===== config.mk =====
export PLATFORM = sky130hd
export DESIGN_NAME = two_image_pixel_combiner
export DESIGN_NICKNAME = d
export VERILOG_FILES = /design/src/sv/tipc_pkg.sv /design/src/sv/two_image_pixel_combiner.sv /design/src/sv/tipc_lane.sv /design/src/sv/tipc_merge.sv
export SDC_FILE = /design/constraint.sdc
export NUM_CORES = 2
export LEC_CHECK = 0
export CAP_MARGIN = 5
export CORE_UTILIZATION = 65
export CTS_CLUSTER_DIAMETER = 50
export DETAILED_ROUTE_END_ITERATION = 12
export DONT_BUFFER_PORTS = 1
export GPL_TIMING_DRIVEN = 0
export PLACE_DENSITY = 0.92
export SYNTH_ARGS = -nofsm -noshare
export SYNTH_HDL_FRONTEND = slang
export SYNTH_HIERARCHICAL = 1
export SYNTH_SLANG_ARGS = --single-unit

===== constraint.sdc =====
create_clock -name clk -period 18.58 [get_ports clk]
set_clock_uncertainty 0.05 [all_clocks]
set_input_delay 1.858 -clock clk [delete_from_list [all_inputs] [get_ports clk]]
set_output_delay 1.858 -clock clk [all_outputs]
set_load 0.01 [all_outputs]

===== src/sv/tipc_pkg.sv =====
// Shared types and constants of the two-image pixel combiner.
package tipc_pkg;

	localparam int ChanWidth = 8;
	localparam int Stages = ChanWidth;
	localparam int WeightWidth = 9;
	localparam int IndexWidth = 2;
	localparam logic [WeightWidth-1:0] Q8One = 9'd256;
	localparam logic [WeightWidth-1:0] WeightReset = 9'd128;

	typedef enum logic [2:0] {
		MODE_AND   = 3'd0,
		MODE_OR    = 3'd1,
		MODE_AVG   = 3'd2,
		MODE_BLEND = 3'd3,
		MODE_SUB   = 3'd4,
		MODE_MUL   = 3'd5,
		MODE_DIV   = 3'd6
	} mode_t;

	localparam logic [IndexWidth-1:0] RegMode = 2'd0;
	localparam logic [IndexWidth-1:0] RegWeight = 2'd1;

	typedef struct packed {
		logic [2:0]             mode;
		logic [WeightWidth-1:0] weight;
	} cfg_t;

	typedef struct packed {
		logic [ChanWidth-1:0] a_red;
		logic [ChanWidth-1:0] a_green;
		logic [ChanWidth-1:0] a_blue;
		logic [ChanWidth-1:0] b_red;
		logic [ChanWidth-1:0] b_green;
		logic [ChanWidth-1:0] b_blue;
	} in_beat_t;

	typedef struct packed {
		logic [ChanWidth-1:0] out_red;
		logic [ChanWidth-1:0] out_green;
		logic [ChanWidth-1:0] out_blue;
	} out_beat_t;

endpackage


===== src/sv/two_image_pixel_combiner.sv =====
// Top level of the two-image pixel combiner: config registers, stage control, three lanes.
//
// Usage: each input beat carries one RGB pixel of image A and one of image B.
// The three channels run in separate lanes with the operation chosen by the mode
// register (and, or, average, weighted blend, clamped subtract, product over 255,
// quotient). The result beat carries the three combined channels.
// Both channels use valid/stall; a beat moves when valid is high and stall low.
// Configuration: cfg_we writes cfg_data to register cfg_index (0 mode, 1 blend
// weight); other indexes are ignored. Write only while no pixel is in flight.
// Path: from the accepting edge a pixel passes 8 lane stages, set by the divider
// that resolves one quotient bit per stage, the first of them loaded at the
// accepting edge, and then the output register.
// Throughput: one pixel per clock while out_stall is low. Each stage advances when it
// is empty or the stage after it advances, so bubbles close up under a stall; when
// the receiver stalls, up to 9 pixels are held and then in_stall rises.
// Reset clears all stage valid bits, sets mode to 0 (and) and weight to 128.
module two_image_pixel_combiner (
	input  logic                                clk,
	input  logic                                arst_n,
	input  logic                                cfg_we,
	input  logic [tipc_pkg::IndexWidth-1:0]     cfg_index,
	input  logic [tipc_pkg::WeightWidth-1:0]    cfg_data,
	input  logic                                in_valid,
	output logic                                in_stall,
	input  tipc_pkg::in_beat_t                  in_data,
	output logic                                out_valid,
	input  logic                                out_stall,
	output tipc_pkg::out_beat_t                 out_data
);

	localparam int S = tipc_pkg::Stages;

	tipc_pkg::cfg_t cfg_q;
	logic [S-1:0] v_q;
	logic [S:0]   rdy;
	logic         take;
	logic [tipc_pkg::ChanWidth-1:0] red, green, blue;

	always_ff @(posedge clk or negedge arst_n) begin
		if (!arst_n) begin
			cfg_q.mode <= tipc_pkg::MODE_AND;
			cfg_q.weight <= tipc_pkg::WeightReset;
		end else if (cfg_we) begin
			case (cfg_index)
				tipc_pkg::RegMode: begin
					cfg_q.mode <= cfg_data[2:0];
				end
				tipc_pkg::RegWeight: begin
					cfg_q.weight <= cfg_data;
				end
				default: begin
				end
			endcase
		end
	end

	// A stage may load when it is empty or its contents move on this cycle.
	always_comb begin
		rdy[S] = take;
		for (int k = S - 1; k >= 0; k--) begin
			rdy[k] = !v_q[k] || rdy[k+1];
		end
	end

	always_ff @(posedge clk or negedge arst_n) begin
		if (!arst_n) begin
			v_q <= '0;
		end else begin
			if (rdy[0]) begin
				v_q[0] <= in_valid;
			end
			for (int k = 1; k < S; k++) begin
				if (rdy[k]) begin
					v_q[k] <= v_q[k-1];
				end
			end
		end
	end

	assign in_stall = !rdy[0];

	tipc_lane u_lane_red (
		.clk    (clk),
		.cfg    (cfg_q),
		.en     (rdy[S-1:0]),
		.a      (in_data.a_red),
		.b      (in_data.b_red),
		.res    (red)
	);

	tipc_lane u_lane_green (
		.clk    (clk),
		.cfg    (cfg_q),
		.en     (rdy[S-1:0]),
		.a      (in_data.a_green),
		.b      (in_data.b_green),
		.res    (green)
	);

	tipc_lane u_lane_blue (
		.clk    (clk),
		.cfg    (cfg_q),
		.en     (rdy[S-1:0]),
		.a      (in_data.a_blue),
		.b      (in_data.b_blue),
		.res    (blue)
	);

	tipc_merge u_merge (
		.clk        (clk),
		.arst_n     (arst_n),
		.lane_valid (v_q[S-1]),
		.red        (red),
		.green      (green),
		.blue       (blue),
		.take       (take),
		.out_valid  (out_valid),
		.out_stall  (out_stall),
		.out_data   (out_data)
	);

endmodule


===== src/sv/tipc_lane.sv =====
// One channel lane: simple operations, blend and scaled multiply, and a divider
// that retires one quotient bit per stage.
module tipc_lane (
	input  logic                                  clk,
	input  tipc_pkg::cfg_t                        cfg,
	input  logic [tipc_pkg::Stages-1:0]           en,
	input  logic [tipc_pkg::ChanWidth-1:0]        a,
	input  logic [tipc_pkg::ChanWidth-1:0]        b,
	output logic [tipc_pkg::ChanWidth-1:0]        res
);

	localparam int W = tipc_pkg::ChanWidth;
	localparam int S = tipc_pkg::Stages;

	logic [W-1:0] rem_s [S];
	logic [W-1:0] dvd_s [S];
	logic [W-1:0] dvs_s [S];
	logic [W-1:0] res_s [S];

	logic [2*W-1:0] pw_s1, pb_s1, pm_s1;

	logic [tipc_pkg::WeightWidth-1:0] w_sat, w_inv;
	logic [tipc_pkg::WeightWidth+W-1:0] wa_full, wb_full;
	logic [2*W-1:0] ab_full;
	logic [W-1:0] simple;
	logic [W:0] avg_sum;
	logic [2*W:0] blend_sum, mul_sum;

	// Operations that fit in the first stage.
	always_comb begin
		w_sat = (cfg.weight > tipc_pkg::Q8One) ? tipc_pkg::Q8One : cfg.weight;
		w_inv = tipc_pkg::Q8One - w_sat;
		wa_full = w_sat * a;
		wb_full = w_inv * b;
		ab_full = a * b;
		avg_sum = {1'b0, a} + {1'b0, b};
		case (cfg.mode)
			tipc_pkg::MODE_AND: begin
				simple = a & b;
			end
			tipc_pkg::MODE_OR: begin
				simple = a | b;
			end
			tipc_pkg::MODE_AVG: begin
				simple = avg_sum[W:1];
			end
			tipc_pkg::MODE_SUB: begin
				simple = (a > b) ? a - b : '0;
			end
			default: begin
				simple = '0;
			end
		endcase
	end

	// Sum of the registered products; x/255 is (x + 1 + (x >> 8)) >> 8 for x up to 255*255.
	always_comb begin
		blend_sum = {1'b0, pw_s1} + {1'b0, pb_s1};
		mul_sum = {1'b0, pm_s1} + {{(W+1){1'b0}}, pm_s1[2*W-1:W]} + {{(2*W){1'b0}}, 1'b1};
	end

	always_ff @(posedge clk) begin
		if (en[0]) begin
			pw_s1 <= wa_full[2*W-1:0];
			pb_s1 <= wb_full[2*W-1:0];
			pm_s1 <= ab_full;
		end
	end

	for (genvar k = 0; k < S; k++) begin : g_stage
		logic [W-1:0] rem_in, dvd_in, dvs_in, res_in;
		logic [W:0]   trial;
		logic         ge;
		logic [W:0]   diff;

		if (k == 0) begin : g_first
			assign rem_in = '0;
			assign dvd_in = a;
			assign dvs_in = b;
			assign res_in = simple;
		end else if (k == 1) begin : g_second
			assign rem_in = rem_s[k-1];
			assign dvd_in = dvd_s[k-1];
			assign dvs_in = dvs_s[k-1];
			assign res_in = (cfg.mode == tipc_pkg::MODE_BLEND) ? blend_sum[2*W-1:W] :
				(cfg.mode == tipc_pkg::MODE_MUL) ? mul_sum[2*W-1:W] : res_s[k-1];
		end else begin : g_rest
			assign rem_in = rem_s[k-1];
			assign dvd_in = dvd_s[k-1];
			assign dvs_in = dvs_s[k-1];
			assign res_in = res_s[k-1];
		end

		// Restoring division step: bring down the next dividend bit.
		always_comb begin
			trial = {rem_in, dvd_in[W-1]};
			ge = trial >= {1'b0, dvs_in};
			diff = trial - {1'b0, dvs_in};
		end

		always_ff @(posedge clk) begin
			if (en[k]) begin
				rem_s[k] <= ge ? diff[W-1:0] : trial[W-1:0];
				dvd_s[k] <= {dvd_in[W-2:0], ge};
				dvs_s[k] <= dvs_in;
				res_s[k] <= res_in;
			end
		end
	end

	always_comb begin
		if (cfg.mode == tipc_pkg::MODE_DIV) begin
			res = (dvs_s[S-1] == '0) ? '0 : dvd_s[S-1];
		end else begin
			res = res_s[S-1];
		end
	end

endmodule


===== src/sv/tipc_merge.sv =====
// Output stage: gathers the three lane results into one beat and holds it for the receiver.
module tipc_merge (
	input  logic                            clk,
	input  logic                            arst_n,
	input  logic                            lane_valid,
	input  logic [tipc_pkg::ChanWidth-1:0]  red,
	input  logic [tipc_pkg::ChanWidth-1:0]  green,
	input  logic [tipc_pkg::ChanWidth-1:0]  blue,
	output logic                            take,
	output logic                            out_valid,
	input  logic                            out_stall,
	output tipc_pkg::out_beat_t             out_data
);

	logic valid_q;
	tipc_pkg::out_beat_t data_q;

	assign take = !valid_q || !out_stall;

	always_ff @(posedge clk or negedge arst_n) begin
		if (!arst_n) begin
			valid_q <= 1'b0;
		end else if (take) begin
			valid_q <= lane_valid;
		end
	end

	always_ff @(posedge clk) begin
		if (take) begin
			data_q.out_red <= red;
			data_q.out_green <= green;
			data_q.out_blue <= blue;
		end
	end

	assign out_valid = valid_q;
	assign out_data = data_q;

endmodule


* After elaboration in Yosys (flattened, before gate mapping) *
Memory sizes are Yosys's and may differ from the RTL's.
Cells that the tools add are included.

cells by class
  magnitude comparators = 28
  reductions and logical operators = 27
  div/mod/pow operators = 0
  shifts and indexed selects = 0
  equality and inequality tests = 7
  bitwise gates (word level) = 6
  multiply operators = 9
  mux-type cells = 59
  add/sub/neg operators = 40

operator list
  operator                                              number
  two-way mux 8 bit                                     39
  subtractor 8 bit                                      24
  >= comparator 9 x 8 -> 1 bit                          21
  multiplier 9 x 8 -> 16 bit                            6
  one-hot mux 8 bit (4 select lines)                    3
  adder 16 x 1 -> 16 bit, second input constant         3
  adder 16 bit                                          3
  adder 16 x 8 -> 16 bit                                3
  multiplier 8 x 8 -> 16 bit                            3
  adder 8 x 8 -> 9 bit                                  3
  AND 8 bit                                             3
  >= comparator 1 x 8 -> 1 bit                          3
  greater-than comparator 8 bit                         3
  zero test 8 bit                                       3
  OR 8 bit                                              3
  subtractor 1 x 8 -> 8 bit                             3
  two-way mux 1 bit                                     16
  zero test 1 bit                                       11
  equality test 3 bit, second input constant            3
  greater-than comparator 9 bit, second input constant  1
  logical OR 1 bit                                      9
  two-way mux 9 bit                                     1
  subtractor 9 bit, first input constant                1
  equality test 3 x 2 -> 1 bit, second input constant   2
  5 further kinds                                       6

storage, ports and cells
  memories = 12
  bits of input ports = 64
  latch bits = 0
  bits in registers = 189
  memory bits (writable) = 768
  output and inout bits = 26
  ROM bits = 0

memory list
  name                depth  bits a word  read ports  clocked after memory_dff  write ports  RTL line         source
  u_lane_blue.dvd_s   8      8            8           0                         8            tipc_lane.sv:16  logic [W-1:0] dvd_s [S];
  u_lane_blue.dvs_s   8      8            8           0                         8            tipc_lane.sv:17  logic [W-1:0] dvs_s [S];
  u_lane_blue.rem_s   8      8            7           0                         8            tipc_lane.sv:15  logic [W-1:0] rem_s [S];
  u_lane_blue.res_s   8      8            8           0                         8            tipc_lane.sv:18  logic [W-1:0] res_s [S];
  u_lane_green.dvd_s  8      8            8           0                         8            tipc_lane.sv:16
  u_lane_green.dvs_s  8      8            8           0                         8            tipc_lane.sv:17
  +6 memories         n/a    n/a          n/a         n/a                       n/a          n/a

* Longest topological paths before layout *
  depth after elaboration = 12
  mapped depth = 23

* Hierarchy *
The synthesis kept the hierarchy.

modules (own cells, without submodules)
  module                     cells each  times used  area an instance (um2)
  tipc_lane at u_lane_blue   1830        1           20769.9
  tipc_lane at u_lane_red    1778        1           20592.2
  tipc_lane at u_lane_green  1773        1           20347.0
  two_image_pixel_combiner   55          1           819.5
  tipc_merge                 27          1           757.0

* Least setup slack after synthesis *
Ideal clock, no wire load.

  kind = input port to flip-flop
  start point = input out_stall
  end point = memory u_lane_blue/dvd_s[0][0] (netlist name) (enable)
  arrival time = 9392 ps
  cell stages on the path = 4
  path slack = 6207 ps
  cells stage by stage = nand2_1 > and4b_1 > buf_6 > nand4_1

RTL lines
  item         RTL line                        source
  from (decl)  two_image_pixel_combiner.sv:27  input logic out_stall,
  to (decl)    tipc_lane.sv:16

* Final worst setup path *
  start point = register cfg_q[8] (netlist name)
  end point = register u_lane_green.pb_s1[13], data pin

on the way
  longest elaborated chain between the ends = 4

RTL lines
  item                               RTL line                        source
  from (decl)                        two_image_pixel_combiner.sv:33  tipc_pkg::cfg_t cfg_q;
  greater-than comparator 9 bit      tipc_lane.sv:31                 w_sat = (cfg.weight > tipc_pkg::Q8One) ? tipc_pkg::Q8One : cfg.weight;
  two-way mux 9 bit (*)              tipc_lane.sv:31
  subtractor 9 bit (*)               tipc_lane.sv:32                 w_inv = tipc_pkg::Q8One - w_sat;
  multiplier 9 x 8 -> 16 bit (*)     tipc_lane.sv:34                 wb_full = w_inv * b;
  via u_lane_green.wb_full, one bit  tipc_lane.sv:23                 logic [tipc_pkg::WeightWidth+W-1:0] wa_full, wb_full;
  to (signal assigned)               tipc_lane.sv:65                 pb_s1 <= wb_full[2*W-1:0];
  to (decl)                          tipc_lane.sv:20                 logic [2*W-1:0] pw_s1, pb_s1, pm_s1;

Mark *: on every way through the listed nets, which the timed path passes. The rest lies on a longest branch.
A chain may end at the register's enable or synchronous reset.

==> run summary <==
Status: completed
Port bufs: 0
Synthesis-stage register bit count: 933
CP max stage cell: dfrtp_1
Hold WC Path Type: flip-flop to flip-flop
Top FF cell, synth: edfxtp_1
Average vias per placed instance: 6.13
Synth Net Count: 6538
Critical path's top delay family: adder cells
Via Count: 42600
Final hold vios: 0
Total power: 13.0 mW
Post-Syn Area per Cell: 11.6 sq um
Max Root-Sink Buffers: 3
Placer Congestion: 0.952
RSZ-0062 raised after global routing: no
Area occupied by registers: 27900 sq um
Area of the multi-input gates: 31800 sq um
Io pins: 90
Max Fclk: 135 MHz
Setup CP Type: flip-flop to flip-flop
Top sig layer: met5
CP arrival: 7800 ps
Max stage delay on crit path: 830 ps
Leak Pwr: 30.6 nW
Met3 wire length: 12600 um
Core ar.: 96600 sq um
Post-synth EDFFs: 912
First-pass iteration count of the detailed router: 6
Fin nets: 6665
Initial antenna violation count: 4
GRT overflow: 0
Fill cells: 5930
DP Wirelength: 107000 um
Vias in the first global route: 44400
Post-synthesis sequential area ratio: 44.1%
Max-slew headroom: 25.7%
Cell count after synthesis: 5463
Post-layout minimum cycle time: 7420 ps
Most frequent cells in the layout: 912 x edfxtp_1, 842 x inv_1, 633 x ha_1
First-pass GRT wire length: 235000 um
Metal2 WL: 72100 um
WL final: 148000 um
Wire per inst: 21.4 um
Total CTS buffers: 99
Crit path cell chain: nor2b_1, inv_1, buf_1, ha_1, nand2_1, xor2_1, nand2_1, fa_1, fa_1, inv_1, fa_1, inv_1, fa_1, inv_1, ha_1, o21a_1, o31a_1, o211ai_1, nand2_1, a41oi_1, nor2b_1, xnor2_1
Postcts setup bufs: 0
Layout Utilization: 71.1%
Synth cell types: 98
Area growth from synthesis to layout: 8.49%
First DRT Iteration DRCs: 3974
Clk_lat worst skew: 690 ps
Die width: 314 um
Tcrit/Tclk final: 39.9%
Synthesized area: 63300 sq um
Setup crit end kind: flip-flop
Worst ir drop on vdd: 0.370 mV
Htree depth: 3
Largest net degree at the start of global routing: 74
Post-CTS resize count: 0
Critical Path Source Type: flip-flop
Layout cells sized above 1: 7.30%
Crit path max fanout: 16
Most common cell after layout, fill and taps aside: edfxtp_1
Row count: 114
Post-route ant nets: 0
Sink Count: 933
DRT met1 WL: 55200 um
Synth warn: 6
Fin cells: 6950
CTS clk-pin slew, worst paths: 60 ps
Critical path buffer and inverter count: 5
Max cap viols: 0
Worst-margin pin slew: 1110 ps
Total track usage: 30.5%
Reg2reg setup slack: 11160 ps
Initial core utilization: 65.5%
Final setup fails: 0
DRC errors left: 0
Power density cells: 189 nW/um^2
Required @ worst endpoint: 18960 ps
CTS hold repair buffers: 0
Die height: 314 um
Post-synth ARST share: 2.25%
DP Cell Count: 6765
Clk root buf: clkbuf_16
Die area: 98600 sq um
Slew Viols, Final: 0
TNS Setup: 0 ps
CTS tree: yes
==> worst reg2reg max path, stage by stage, from the launching register on <==
cell	delay, ps
dfrtp_1	830
nor2b_1	340
inv_1	240
buf_1	430
ha_1	370
nand2_1	100
xor2_1	650
nand2_1	170
fa_1	510
fa_1	500
inv_1	60
fa_1	530
inv_1	60
fa_1	540
inv_1	40
ha_1	350
o21a_1	130
o31a_1	140
o211ai_1	190
nand2_1	100
a41oi_1	310
nor2b_1	250
xnor2_1	270
==> metrics by stage <==
| stage | area [sq um] | setup WS (ps) | hold slack, ps |
|---|---|---|---|
| CTS | 68700 | 11270 | 352 |
| floorplan | 63300 | 6210 | 350 |
| global route | 68700 | 10840 | 363 |
| finish | 68700 | 11160 | 361 |
| detailed placement | 65400 | 11380 | 355 |
| global placement | 64900 | 1700 | 350 |
==> final cells by class <==
class                   count  area share, %
diodes                      1        0.00364
flip-flops and latches    933           40.7
plain buffers              97          0.565
clock buffers             114           3.69
well taps                1276           2.33
repair buffers             26          0.727
multi-input cells        3564           46.3
clock inverters            70           1.01
inverters                 869           4.75
==> worst paths after layout <==
check	startpoint	end	depth (start not counted)
setup / recovery	cfg_q[8]	u_lane_green/pb_s1[13]	22
hold / removal	u_lane_blue/res_s[1][12]	u_lane_blue/res_s[1][20]	0
setup reg to reg	cfg_q[8]	u_lane_green/pb_s1[13]	22
hold reg to reg	u_lane_blue/res_s[1][12]	u_lane_blue/res_s[1][20]	0
max in group asynchronous	arst_n	cfg_q[7]	0
min in group asynchronous	arst_n	u_merge/out_valid	0
==> registers in the layout, summed over array words and instances, names as in the netlist, 24 cells and up <==
register            cells
u_lane_blue/dvd_s      64
u_lane_blue/dvs_s      64
u_lane_blue/rem_s      56
u_lane_blue/res_s      64
u_lane_green/dvd_s     64
u_lane_green/dvs_s     64
u_lane_green/rem_s     56
u_lane_green/res_s     64
u_lane_red/dvd_s       64
u_lane_red/dvs_s       64
u_lane_red/rem_s       56
u_lane_red/res_s       64
u_merge/out_data       24
==> cell usage after synthesis (30+ instances only) <==
| master | n | area, sq um |
|---|---|---|
| a211oi_1 | 34 | 255 |
| a21boi_0 | 34 | 255 |
| a21o_1 | 47 | 353 |
| a21oi_1 | 171 | 856 |
| and2_1 | 219 | 1370 |
| clkbuf_1 | 76 | 285 |
| edfxtp_1 | 912 | 27400 |
| fa_1 | 378 | 7570 |
| ha_1 | 633 | 7920 |
| inv_1 | 843 | 3160 |
| mux2_2 | 102 | 1150 |
| mux2i_1 | 60 | 601 |
| nand2_1 | 342 | 1280 |
| nand2b_1 | 36 | 225 |
| nand3_1 | 47 | 235 |
| nand4_1 | 49 | 307 |
| nor2_1 | 450 | 1690 |
| nor2b_1 | 87 | 544 |
| nor3_1 | 39 | 195 |
| o211ai_1 | 30 | 225 |
| o21a_1 | 57 | 428 |
| o21ai_0 | 128 | 641 |
| xnor2_1 | 195 | 1710 |
| xor2_1 | 56 | 490 |
==> cell families (layout without fill, tap and decap cells) <==
kind of cell    Yosys count  in the layout  share of synthesized area, %
compound gates          761            761                          8.88
xor+xnor                251            251                          3.47
fa+ha+maj              1011           1011                          24.5
buf+inv                 966           1176                          5.77
flops                   933            933                          44.1
mux                     167            167                          2.86
other cells               0              1                             0
simple gates           1374           1374                          10.4
==> where the power goes <==
group	switching, mW	internal [mW]
sequential	0.400	3.54
clock	0.865	1.07
combinational	4.18	2.94
==> per-layer routing <==
metal  global-route usage (%)  vias up
met5                        0        -
met4                     16.9        2
met3                     5.72      559
met2                     51.0     2270
met1                     37.5    20800
li1                         -    19000
(Power assumes the default switching activity.)
